`config.mk`:
```
export PLATFORM = sky130hd
export DESIGN_NAME = rgb_pixel_point_filter
export DESIGN_NICKNAME = d
export VERILOG_FILES = /design/src/rtl/core/rppf_pkg.sv /design/src/rtl/core/rppf_csr.sv /design/src/rtl/core/rppf_seg.sv /design/src/rtl/core/rppf_filter.sv /design/src/rtl/core/rgb_pixel_point_filter.sv
export SDC_FILE = /design/constraint.sdc
export NUM_CORES = 1
export LEC_CHECK = 0
export ABC_AREA = 0
export BUFFER_PORTS_ARGS = -buffer_cell sky130_fd_sc_hd__buf_2
export CORE_ASPECT_RATIO = 1.4
export CORE_MARGIN = 4
export CORE_UTILIZATION = 30
export CTS_BUF_LIST = sky130_fd_sc_hd__clkbuf_8
export CTS_CLUSTER_SIZE = 25
export DETAILED_ROUTE_END_ITERATION = 10
export GPL_TIMING_DRIVEN = 0
export PLACE_DENSITY = 0.47
export SYNTH_ARGS = -nofsm -noshare
export SYNTH_HDL_FRONTEND = slang
export SYNTH_SLANG_ARGS = --single-unit
```
`constraint.sdc`:
```
create_clock -name clock -period 9.63 [get_ports clock]
set_input_delay 0.4815 -clock clock [delete_from_list [all_inputs] [get_ports clock]]
set_output_delay 0.4815 -clock clock [all_outputs]
set_load 0.005 [all_outputs]
```
`src/rtl/core/rppf_pkg.sv`:
```
// ----------------------------------------------------------------------------
// rppf_pkg
// Shared types and constants of the RGB pixel point filter: filter mode
// codes, register indexes and the configuration bundle.
// ----------------------------------------------------------------------------
`default_nettype none

package rppf_pkg;

   localparam int CHAN_W        = 8;   // one input channel sample
   localparam int NOISE_W       = 7;   // signed noise offset
   localparam int OUT_W         = 9;   // one filtered channel
   localparam int MODE_W        = 3;
   localparam int WIDTH_REG_W   = 13;
   localparam int CSR_INDEX_W   = 2;
   localparam int CSR_DATA_W    = 13;
   localparam int NUM_CHAN      = 3;

   localparam int SEGMENT_LENGTH_DEF = 5;
   localparam int MAX_WIDTH_DEF      = 4096;

   localparam logic [WIDTH_REG_W-1:0] IMAGE_WIDTH_RESET = WIDTH_REG_W'(640);

   typedef enum logic [MODE_W-1:0] {
      MODE_NEGATIVE     = 3'd0,
      MODE_CONTRAST     = 3'd1,
      MODE_REMOVE_RED   = 3'd2,
      MODE_REMOVE_GREEN = 3'd3,
      MODE_REMOVE_BLUE  = 3'd4,
      MODE_GRAY         = 3'd5,
      MODE_NOISE        = 3'd6,
      MODE_SEGMENT      = 3'd7
   } filter_mode_type;

   typedef enum logic [CSR_INDEX_W-1:0] {
      CSR_FILTER_MODE = 2'd0,
      CSR_IMAGE_WIDTH = 2'd1
   } csr_index_type;

   typedef struct packed {
      filter_mode_type             filter_mode;
      logic [WIDTH_REG_W-1:0]      image_width;
   } cfg_type;

endpackage

`default_nettype wire

```
`src/rtl/core/rppf_csr.sv`:
```
// ----------------------------------------------------------------------------
// rppf_csr
// Configuration registers: filter mode and image width.
// ----------------------------------------------------------------------------
`default_nettype none

module rppf_csr
   import rppf_pkg::*;
(
   input  wire logic                   clock,
   input  wire logic                   reset,
   input  wire logic                   csr_valid,
   output      logic                   csr_ready,
   input  wire logic [CSR_INDEX_W-1:0] csr_index,
   input  wire logic [CSR_DATA_W-1:0]  csr_data,
   output      cfg_type                cfg
);

   filter_mode_type          mode_ff;
   logic [WIDTH_REG_W-1:0]   width_ff;

   assign csr_ready = 1'b1;

   // drop writes to unknown indexes
   always_ff @(posedge clock) begin
      if (reset) begin
         mode_ff  <= MODE_NEGATIVE;
         width_ff <= IMAGE_WIDTH_RESET;
      end else if (csr_valid) begin
         case (csr_index)
            CSR_FILTER_MODE: begin
               mode_ff <= filter_mode_type'(csr_data[MODE_W-1:0]);
            end
            CSR_IMAGE_WIDTH: begin
               width_ff <= csr_data[WIDTH_REG_W-1:0];
            end
            default: begin
            end
         endcase
      end
   end

   assign cfg.filter_mode = mode_ff;
   assign cfg.image_width = width_ff;

endmodule

`default_nettype wire

```
`src/rtl/core/rppf_seg.sv`:
```
// ----------------------------------------------------------------------------
// rppf_seg
// Segment accumulator: column and segment counters, running channel sums
// and their averages over the segment length.
// ----------------------------------------------------------------------------
`default_nettype none

module rppf_seg
   import rppf_pkg::*;
#(
   parameter int SEGMENT_LENGTH = SEGMENT_LENGTH_DEF,
   parameter int MAX_WIDTH      = MAX_WIDTH_DEF
)
(
   input  wire logic                              clock,
   input  wire logic                              reset,
   input  wire logic                              advance,
   input  wire logic [WIDTH_REG_W-1:0]            image_width,
   input  wire logic [NUM_CHAN-1:0][CHAN_W-1:0]   chan,
   output      logic [NUM_CHAN-1:0][CHAN_W-1:0]   average
);

   localparam int SEG_W   = (SEGMENT_LENGTH > 2) ? $clog2(SEGMENT_LENGTH) : 1;
   localparam int SUM_W   = $clog2(SEGMENT_LENGTH * 255 + 1);
   localparam int COL_W   = $clog2(MAX_WIDTH);
   localparam int RECIP_K = SUM_W + SEG_W + 1;
   localparam int RECIP   = ((2 ** RECIP_K) + SEGMENT_LENGTH - 1) / SEGMENT_LENGTH;
   localparam int PROD_W  = SUM_W + RECIP_K;

   localparam logic [RECIP_K-1:0] RECIP_V  = RECIP_K'(RECIP);
   localparam logic [SEG_W:0]     SEG_LEN  = (SEG_W + 1)'(SEGMENT_LENGTH);
   localparam logic [COL_W:0]     MAX_W_V  = (COL_W + 1)'(MAX_WIDTH);

   logic [COL_W-1:0]                  col_ff;
   logic [COL_W-1:0]                  col_in;
   logic [SEG_W-1:0]                  pos_ff;
   logic [SEG_W-1:0]                  pos_in;
   logic [NUM_CHAN-1:0][SUM_W-1:0]    sums_ff;
   logic [NUM_CHAN-1:0][SUM_W-1:0]    sums_in;

   logic [SEG_W-1:0]                  pos_cur;
   logic [SEG_W:0]                    pos_inc;
   logic [COL_W:0]                    col_inc;
   logic [COL_W:0]                    width_eff;
   logic [PROD_W-1:0]                 prod [NUM_CHAN];

   // clamp width: zero acts as one, anything above the maximum as the maximum
   always_comb begin
      if (image_width == '0) begin
         width_eff = (COL_W + 1)'(1);
      end else if (32'(image_width) > 32'(MAX_WIDTH)) begin
         width_eff = MAX_W_V;
      end else begin
         width_eff = (COL_W + 1)'(image_width);
      end
   end

   always_comb begin
      // a new row restarts the segment
      pos_cur = (col_ff == '0) ? '0 : pos_ff;
      for (int c = 0; c < NUM_CHAN; c++) begin
         sums_in[c] = ((pos_cur == '0) ? '0 : sums_ff[c]) + SUM_W'(chan[c]);
         prod[c]    = PROD_W'(sums_in[c]) * PROD_W'(RECIP_V);
         average[c] = prod[c][RECIP_K +: CHAN_W];
      end
      pos_inc = (SEG_W + 1)'(pos_cur) + (SEG_W + 1)'(1);
      pos_in  = (pos_inc >= SEG_LEN) ? '0 : pos_inc[SEG_W-1:0];
      col_inc = (COL_W + 1)'(col_ff) + (COL_W + 1)'(1);
      col_in  = (col_inc >= width_eff) ? '0 : col_inc[COL_W-1:0];
   end

   // advance on every pixel whatever the mode
   always_ff @(posedge clock) begin
      if (reset) begin
         col_ff  <= '0;
         pos_ff  <= '0;
         sums_ff <= '0;
      end else if (advance) begin
         col_ff  <= col_in;
         pos_ff  <= pos_in;
         sums_ff <= sums_in;
      end
   end

endmodule

`default_nettype wire

```
`src/rtl/core/rppf_filter.sv`:
```
// ----------------------------------------------------------------------------
// rppf_filter
// Per-pixel filter datapath: selects the filtered channels by mode.
// ----------------------------------------------------------------------------
`default_nettype none

module rppf_filter
   import rppf_pkg::*;
(
   input  wire filter_mode_type                   filter_mode,
   input  wire logic [NUM_CHAN-1:0][CHAN_W-1:0]   chan,
   input  wire logic [NUM_CHAN-1:0][NOISE_W-1:0]  noise,
   input  wire logic [NUM_CHAN-1:0][CHAN_W-1:0]   average,
   output      logic [NUM_CHAN-1:0][OUT_W-1:0]    result
);

   // divide by three: multiply by ceil(2^16 / 3), exact for sums below 1024
   localparam int GRAY_SHIFT = 16;
   localparam int GRAY_SUM_W = 10;
   localparam int GRAY_PROD_W = GRAY_SUM_W + GRAY_SHIFT;
   localparam logic [GRAY_SHIFT-1:0] GRAY_RECIP = GRAY_SHIFT'(21846);
   localparam int NSUM_W = CHAN_W + 2;

   logic [GRAY_SUM_W-1:0]           gray_sum;
   logic [GRAY_PROD_W-1:0]          gray_prod;
   logic [CHAN_W-1:0]               gray;
   logic signed [NSUM_W-1:0]        nsum [NUM_CHAN];
   logic [NSUM_W-1:0]               nabs [NUM_CHAN];

   always_comb begin
      gray_sum  = GRAY_SUM_W'(chan[0]) + GRAY_SUM_W'(chan[1]) + GRAY_SUM_W'(chan[2]);
      gray_prod = GRAY_PROD_W'(gray_sum) * GRAY_PROD_W'(GRAY_RECIP);
      gray      = gray_prod[GRAY_SHIFT +: CHAN_W];
      for (int c = 0; c < NUM_CHAN; c++) begin
         nsum[c] = signed'({2'b00, chan[c]}) +
                   signed'({{(NSUM_W - NOISE_W){noise[c][NOISE_W-1]}}, noise[c]});
         nabs[c] = nsum[c][NSUM_W-1] ? NSUM_W'(-nsum[c]) : NSUM_W'(nsum[c]);
      end
   end

   always_comb begin
      result = '0;
      case (filter_mode)
         MODE_NEGATIVE: begin
            for (int c = 0; c < NUM_CHAN; c++) begin
               result[c] = OUT_W'({1'b0, ~chan[c]});
            end
         end
         MODE_CONTRAST: begin
            for (int c = 0; c < NUM_CHAN; c++) begin
               result[c] = chan[c][CHAN_W-1] ? OUT_W'(8'hFF) : '0;
            end
         end
         MODE_REMOVE_RED: begin
            result[1] = OUT_W'(chan[1]);
            result[2] = OUT_W'(chan[2]);
         end
         MODE_REMOVE_GREEN: begin
            result[0] = OUT_W'(chan[0]);
            result[2] = OUT_W'(chan[2]);
         end
         MODE_REMOVE_BLUE: begin
            result[0] = OUT_W'(chan[0]);
            result[1] = OUT_W'(chan[1]);
         end
         MODE_GRAY: begin
            for (int c = 0; c < NUM_CHAN; c++) begin
               result[c] = OUT_W'(gray);
            end
         end
         MODE_NOISE: begin
            for (int c = 0; c < NUM_CHAN; c++) begin
               result[c] = nabs[c][OUT_W-1:0];
            end
         end
         MODE_SEGMENT: begin
            for (int c = 0; c < NUM_CHAN; c++) begin
               result[c] = OUT_W'(average[c]);
            end
         end
         default: begin
            result = '0;
         end
      endcase
   end

endmodule

`default_nettype wire

```
`src/rtl/core/rgb_pixel_point_filter.sv`:
```
// ----------------------------------------------------------------------------
// rgb_pixel_point_filter
// Point filter over an RGB pixel stream with a segment-average mode.
// ----------------------------------------------------------------------------
// One pixel word in, one filtered pixel word out, in raster order. The block
// has two register stages: an input register that captures the accepted
// word and a result register that holds the filtered word until the sink
// takes it. All filtering sits between them, so a word is taken every
// clock while the sink keeps up, and each accepted word moves from the
// input register into the result register when that one is free or
// is being drained.
// req_ready stays high while the result register is empty or being drained
// in the same cycle. filter_mode (register 0) picks the filter: negative,
// high contrast, remove red, green or blue, gray (truncated channel mean),
// noise (absolute value of channel plus the signed offset fields, up to
// 318), and segment average (running channel sums divided by
// SEGMENT_LENGTH, restarting every SEGMENT_LENGTH pixels and at each row
// start). image_width (register 1) sets the row length; zero acts as one
// and values above MAX_WIDTH as MAX_WIDTH. The column and segment counters
// advance on every pixel in every mode, so a switch into segment mode stays
// aligned. Write the registers only while no word is in flight; writes to
// unknown indexes are dropped. The configuration port never stalls.
// ----------------------------------------------------------------------------
`default_nettype none

module rgb_pixel_point_filter
   import rppf_pkg::*;
#(
   parameter int SEGMENT_LENGTH = SEGMENT_LENGTH_DEF,
   parameter int MAX_WIDTH      = MAX_WIDTH_DEF
)
(
   input  wire logic                   clock,
   input  wire logic                   reset,

   input  wire logic                   csr_valid,
   output      logic                   csr_ready,
   input  wire logic [CSR_INDEX_W-1:0] csr_index,
   input  wire logic [CSR_DATA_W-1:0]  csr_data,

   input  wire logic                   req_valid,
   output      logic                   req_ready,
   input  wire logic [CHAN_W-1:0]      req_red_in,
   input  wire logic [CHAN_W-1:0]      req_green_in,
   input  wire logic [CHAN_W-1:0]      req_blue_in,
   input  wire logic [NOISE_W-1:0]     req_red_noise,
   input  wire logic [NOISE_W-1:0]     req_green_noise,
   input  wire logic [NOISE_W-1:0]     req_blue_noise,

   output      logic                   rsp_valid,
   input  wire logic                   rsp_ready,
   output      logic [OUT_W-1:0]       rsp_red_out,
   output      logic [OUT_W-1:0]       rsp_green_out,
   output      logic [OUT_W-1:0]       rsp_blue_out
);

   cfg_type                              cfg;

   logic                                 in_valid_ff;
   logic [NUM_CHAN-1:0][CHAN_W-1:0]      chan_ff;
   logic [NUM_CHAN-1:0][NOISE_W-1:0]     noise_ff;
   logic                                 out_valid_ff;
   logic                                 out_valid_in;
   logic [NUM_CHAN-1:0][OUT_W-1:0]       result_ff;

   logic                                 advance;
   logic                                 req_take;
   logic [NUM_CHAN-1:0][CHAN_W-1:0]      average;
   logic [NUM_CHAN-1:0][OUT_W-1:0]       result;

   // move a word from the input register into the result register when
   // the result register is free or being taken this cycle
   assign advance   = in_valid_ff && (!out_valid_ff || rsp_ready);
   assign req_ready = !in_valid_ff || advance;
   assign req_take  = req_valid && req_ready;

   always_comb begin
      out_valid_in = out_valid_ff;
      if (advance) begin
         out_valid_in = 1'b1;
      end else if (rsp_ready) begin
         out_valid_in = 1'b0;
      end
   end

   always_ff @(posedge clock) begin
      if (reset) begin
         in_valid_ff  <= 1'b0;
         out_valid_ff <= 1'b0;
      end else begin
         if (req_take) begin
            in_valid_ff <= 1'b1;
         end else if (advance) begin
            in_valid_ff <= 1'b0;
         end
         out_valid_ff <= out_valid_in;
      end
   end

   // hold the captured word until it advances
   always_ff @(posedge clock) begin
      if (req_take) begin
         chan_ff  <= {req_blue_in, req_green_in, req_red_in};
         noise_ff <= {req_blue_noise, req_green_noise, req_red_noise};
      end
      if (advance) begin
         result_ff <= result;
      end
   end

   rppf_csr u_csr (
      .clock     (clock),
      .reset     (reset),
      .csr_valid (csr_valid),
      .csr_ready (csr_ready),
      .csr_index (csr_index),
      .csr_data  (csr_data),
      .cfg       (cfg)
   );

   rppf_seg #(
      .SEGMENT_LENGTH (SEGMENT_LENGTH),
      .MAX_WIDTH      (MAX_WIDTH)
   ) u_seg (
      .clock       (clock),
      .reset       (reset),
      .advance     (advance),
      .image_width (cfg.image_width),
      .chan        (chan_ff),
      .average     (average)
   );

   rppf_filter u_filter (
      .filter_mode (cfg.filter_mode),
      .chan        (chan_ff),
      .noise       (noise_ff),
      .average     (average),
      .result      (result)
   );

   assign rsp_valid     = out_valid_ff;
   assign rsp_red_out   = result_ff[0];
   assign rsp_green_out = result_ff[1];
   assign rsp_blue_out  = result_ff[2];

endmodule

`default_nettype wire

```
; ---- Word-level counts from Yosys, hierarchy flattened
; Cells that the tools add are included.
[totals]
ff_bits = 138
input_bits = 65
output_inout_bits = 30
elab_cells = 88
[op_classes]
n_addsub = 13
multipliers = 4
n_lt_le_gt_ge = 3
eq_ne = 8
n_mux = 21
bitwise_logic = 3
n_reduce_logical = 18
[op_table]
columns = cell, n
row1 = 9-bit one-hot mux with 6 select lines, 3
row2 = "11-bit by 12-bit multiplier with 22-bit output, second input constant", 3
row3 = 11-bit by 8-bit adder with 11-bit output, 3
row4 = 11-bit two-way mux, 3
row5 = 9-bit by 7-bit adder with 10-bit output, 3
row6 = 9-bit two-way mux, 3
row7 = 9-bit negation, 3
row8 = 13-bit two-way mux, 2
row9 = 8-bit two-way mux, 3
row10 = 8-bit NOT, 3
row11 = "10-bit by 14-bit multiplier with 23-bit output, second input constant", 1
row12 = "12-bit by 1-bit adder with 13-bit output, second input constant", 1
row13 = 13-bit greater-or-equal comparator, 1
row14 = "13-bit > comparator, second input constant", 1
row15 = 13-bit zero test, 1
row16 = "3-bit == test, second input constant", 4
row17 = 12-bit zero test, 1
row18 = 12-bit two-way mux, 1
row19 = 10-bit by 8-bit adder with 10-bit output, 1
row20 = 8-bit by 8-bit adder with 9-bit output, 1
row21 = "3-bit by 2-bit == test with 1-bit output, second input constant", 2
row22 = 3-bit zero test, 2
row23 = 3-bit two-way mux, 2
row24 = 2-bit OR reduction, 3
row25 = other kinds (11), 19

; ---- Longest topological paths before layout
[logic_depth]
depth_word = 7
depth_mapped = 40

; ---- Hierarchy
; Synthesis repeated with hierarchy kept, for this count alone.
[hier_totals]
hier_cells = 1967
area_unflattened_um2 = 18210.0
[modules_own_cells]
columns = module, n_inst, cells_each, area_per_inst_um2, seq_area_each_um2
row1 = rppf_seg, 1, 1099, 9709.3, 960.9
row2 = rppf_filter, 1, 715, 5512.8, 0.0
row3 = rgb_pixel_point_filter, 1, 82, 2265.9, 2202.1
row4 = rppf_csr, 1, 71, 721.9, 320.3

; ---- Worst setup path before layout
; OpenSTA, ideal clock, no wires.
[synth_path]
kind = reg2reg
startpoint = reg u_seg.col_ff[0]
endpoint = reg result_ff, in the netlist rsp_blue_out[6], data pin
arrival_ns = 7.671
path_slack_ns = 1.688
stages_incl_launch_ff = 39
path_buffers = 2
period_less_slack_ns = 7.942
path_cell_list = dfxtp_1 > inv_1 > ha_1 > nor4b_1 > nand3_1 > nand2_1 > ha_1 > nand2_1 > clkbuf_1 > clkbuf_1 > nand2_1 > inv_1 > ha_1 > a21o_1 > a21oi_1 > o21ai_0 > a31o_2 > a41oi_1 > [3 not listed] > ha_1 > inv_1 > fa_1 > inv_1 > fa_1 > fa_1 > fa_1 > inv_1 > ha_1 > o21ai_0 > nor3_1 > a211oi_2 > o21ai_1 > or3_4 > a31oi_4 > o21a_2 > xor2_1 > o211ai_1
[synth_rtl]
columns = item, line_no
row1 = start: declaration, rppf_seg.sv:34  ; logic [COL_W-1:0] col_ff;
row2 = start signal: assignment, rppf_seg.sv:79  ; col_ff <= col_in;
row3 = end signal: assignment, rgb_pixel_point_filter.sv:107  ; result_ff <= result;
row4 = end: declaration, rgb_pixel_point_filter.sv:64  ; logic [NUM_CHAN-1:0][OUT_W-1:0] result_ff;

==> results.md <==
* Status: completed
* # rows at 103
* WL per Instance at 18.0 microns
* Placed inst area at 18700 sq um
* Synth warnings at 0
* Finished layout cell area at 19200 sq um
* Hold slack at 0.146 ns
* Fin. Hold Viols at 0
* Fin cells at 2769
* Layout cells sized above 1 at 7.87%
* Max Used Layer: met4
* Wire length on met1 at 21000 microns
* Met2 wire len at 25600 microns
* GPL Wtd Cong at 0.899
* Fin crit period at 9.00 ns
* Leakage at 9.23 nW
* Root buf cell: clkbuf_8
* # setup viols final at 0
* Slowest-stage cell, CP: fa_1
* Slew HR at 10.3%
* Syn_area_per_cell at 9.09 sq um
* Grt total ovfl at 0
* Worst slew pin tran at 1.34 ns
* DRC at 0
* Clk sink count at 138
* Number of synthesized flops with an enable pin at 72
* Crit Path Class: register to register
* Vias in the first global route at 14400
* Max stage delay on crit path at 0.55 ns
* CP max FO at 10
* Worst vdd ir at 0.000455 V
* Most common flop cell mapped by yosys: edfxtp_1
* Routed WL at 49700 microns
* MaxCap Viol Count at 0
* Clk slew on worst S/H paths at 0.10 ns
* Cells after Synth at 1905
* Post-cts hold buffer count at 0
* Top cell by count, worst path: ha_1
* Hold Path Class: input pin to register
* Worst Path Arrival at 9.20 ns
* Post-layout util at 33.7%
* Startpoint Class: register
* # IOs at 95
* Slew Limit Fails at 0
* DRT iter0 DRCs at 576
* Initial antenna violation count at 2
* Max Freq at 111 MHz
* Die area at 61700 sq um
* Layout filler cell count at 5928
* Die height at 292 microns
* Worst Setup End Kind: register
* H-tree depth at 4
* CP Data Required Time at 9.83 ns
* Antenna viol nets, final at 0
* Drt pass-1 iters at 5
* Register area share after synthesis at 20.1%
* Synth-to-layout area growth at 10.6%
* Async set-reset flop share out of synthesis at 0%
* Vias at 13600
* First-pass GRT wire length at 79000 microns
* CORE AREA at 56800 sq um
* Largest net degree at the start of global routing at 31
* Die W at 211 microns
* GRT Total Usage at 16.3%
* Final #Nets at 2550
* #FFs+latches synth at 138
* Pwr/cell area at 290 nW/um^2
* CTS Buf Count at 17
* Via-to-Cell Ratio at 4.91
* Post-Syn Area at 17300 sq um
* IO buf count at 93
* DP Wirelength at 42300 microns
* Final worst-path cycle share at 93.5%
* Clock Path Buffers at 2
* Syn_nets at 2435
* Initial Util at 30.5%
* TritonCTS clock tree: yes
* Placement Setup Slack at -0.127 ns
* Overall power at 5.56 mW
* RSZ-0062 raised after global routing: yes
* DP Cell Count at 2735
* Clock latency at the later pin of the worst-skew pair at 0.51 ns
* Yosys cell types at 77
* Met3 wire length at 1460 microns
* Setup TNS Final at 0 ns
* Final worst setup slack at 0.629 ns
* Skew final at 0.0173 ns
[what timing repair did]
action,CTS,global route
gates resized for setup,3,14
setup endpoints to repair,5,10
pin swaps,0,1
buffers inserted,0,1
cloned,0,0
[worst max-delay path, delay by kind of cell (launching register included)]
| family | cells | cell delay (ns) |
|---|---|---|
| buffers and inverters | 6 | 0.80 |
| adder cells (fa/ha/maj) | 9 | 3.29 |
| AO/OA/AOI/OAI | 11 | 2.58 |
| AND/OR/NAND/NOR | 8 | 1.22 |
| flip-flops | 1 | 0.42 |
| XOR/XNOR | 2 | 0.37 |
[logic make-up (layout without fill, tap and decap cells)]
logic type | Yosys count | after routing | share of synthesized area (%)
AO/OA/AOI/OAI | 351 | 351 | 13.1
multiplexers | 14 | 14 | 0.824
XOR/XNOR | 130 | 130 | 6.62
other | 1 | 2 | 0.0217
adder cells (fa/ha/maj) | 465 | 465 | 39.2
AND/OR/NAND/NOR | 466 | 466 | 12.7
flip-flops | 138 | 138 | 20.1
buffers and inverters | 340 | 468 | 7.39
[area by class of cell]
| type | instances | area, sq um | share of cell area, % |
|---|---|---|---|
| buffer | 40 | 164 | 0.856 |
| clock inverter | 14 | 115 | 0.601 |
| inverter | 300 | 1130 | 5.88 |
| sequential | 138 | 3480 | 18.2 |
| timing repair buffer | 96 | 513 | 2.68 |
| antenna | 1 | 2.50 | 0.0131 |
| multi-input combinational | 1427 | 12600 | 65.7 |
| clock buffer | 18 | 248 | 1.29 |
| tap | 735 | 920 | 4.80 |
[sequential cells by signal (all words and copies together) (netlist names)]
signal          count
u_seg.sums_ff      33
chan_ff            24
noise_ff           21
u_csr.width_ff     13
u_seg.col_ff       12
rsp_blue_out        9
rsp_green_out       9
rsp_red_out         9
u_csr.mode_ff       3
u_seg.pos_ff        3
in_valid_ff         1
rsp_valid           1
[Yosys cell counts (all sizes together), types with 4 or more instances]
master | instances | area (sq um)
ha | 335 | 4190
inv | 299 | 1120
nand2 | 164 | 616
fa | 130 | 2600
a21oi | 127 | 636
nor2 | 100 | 378
xnor2 | 77 | 674
edfxtp | 72 | 2160
dfxtp | 66 | 1320
o21ai | 63 | 315
xor2 | 53 | 472
nor3 | 40 | 200
nand3 | 33 | 165
clkbuf | 31 | 116
and2 | 27 | 169
nand2b | 22 | 138
a211oi | 21 | 173
a21o | 21 | 158
and3 | 19 | 119
nor2b | 17 | 106
a31oi | 15 | 115
o211ai | 14 | 105
mux2i | 12 | 120
o21bai | 11 | 86.3
buf | 9 | 37.5
nand3b | 9 | 67.6
o21a | 9 | 68.8
a22oi | 8 | 60.1
nor4 | 8 | 50.1
a221oi | 7 | 61.3
a311oi | 7 | 61.3
or3 | 7 | 48.8
o22ai | 5 | 31.3
a31o | 4 | 35.0
a41oi | 4 | 35.0
nand4 | 4 | 25.0
nor3b | 4 | 30.0
or2 | 4 | 25.0
[cell usage in the layout, fill, tap and decap left out, drive strengths merged, types with 22 or more instances in the layout]
master and count:
xor2 53, nand2 164, inv 303, nor3 40
fa 130, clkbuf 48, ha 335, buf 106
dfxtp 66, a21oi 127, and2 27, o21ai 63
nor2 100, edfxtp 72, nand3 33, xnor2 77
nand2b 22
[per-layer routing]
metal	vias to the layer above	track usage, %
met5	-	0
met4	0	6.39
met3	67	1.41
met2	251	29.9
li1	6760	-
met1	6512	19.6
[worst paths after layout]
| path | start | endpoint | slack, ns | depth (start not counted) |
|---|---|---|---|---|
| setup / recovery | u_seg.col_ff[0] | rsp_blue_out[6] | 0.63 | 36 |
| setup reg to reg | u_seg.col_ff[0] | rsp_blue_out[6] | 0.63 | 36 |
| hold reg to reg | u_seg.sums_ff[22] | u_seg.sums_ff[22] | 0.45 | 2 |
| hold / removal | req_blue_in[4] | chan_ff[20] | 0.15 | 1 |
[report_power, final]
part           leakage, nW  switching, mW  total, mW  internal, mW
registers             1.23         0.0337      0.685         0.651
clock network        0.182          0.277      0.467         0.190
logic                 7.82           2.53       4.41          1.88
No activity file was read; power rests on OpenSTA's default activity.
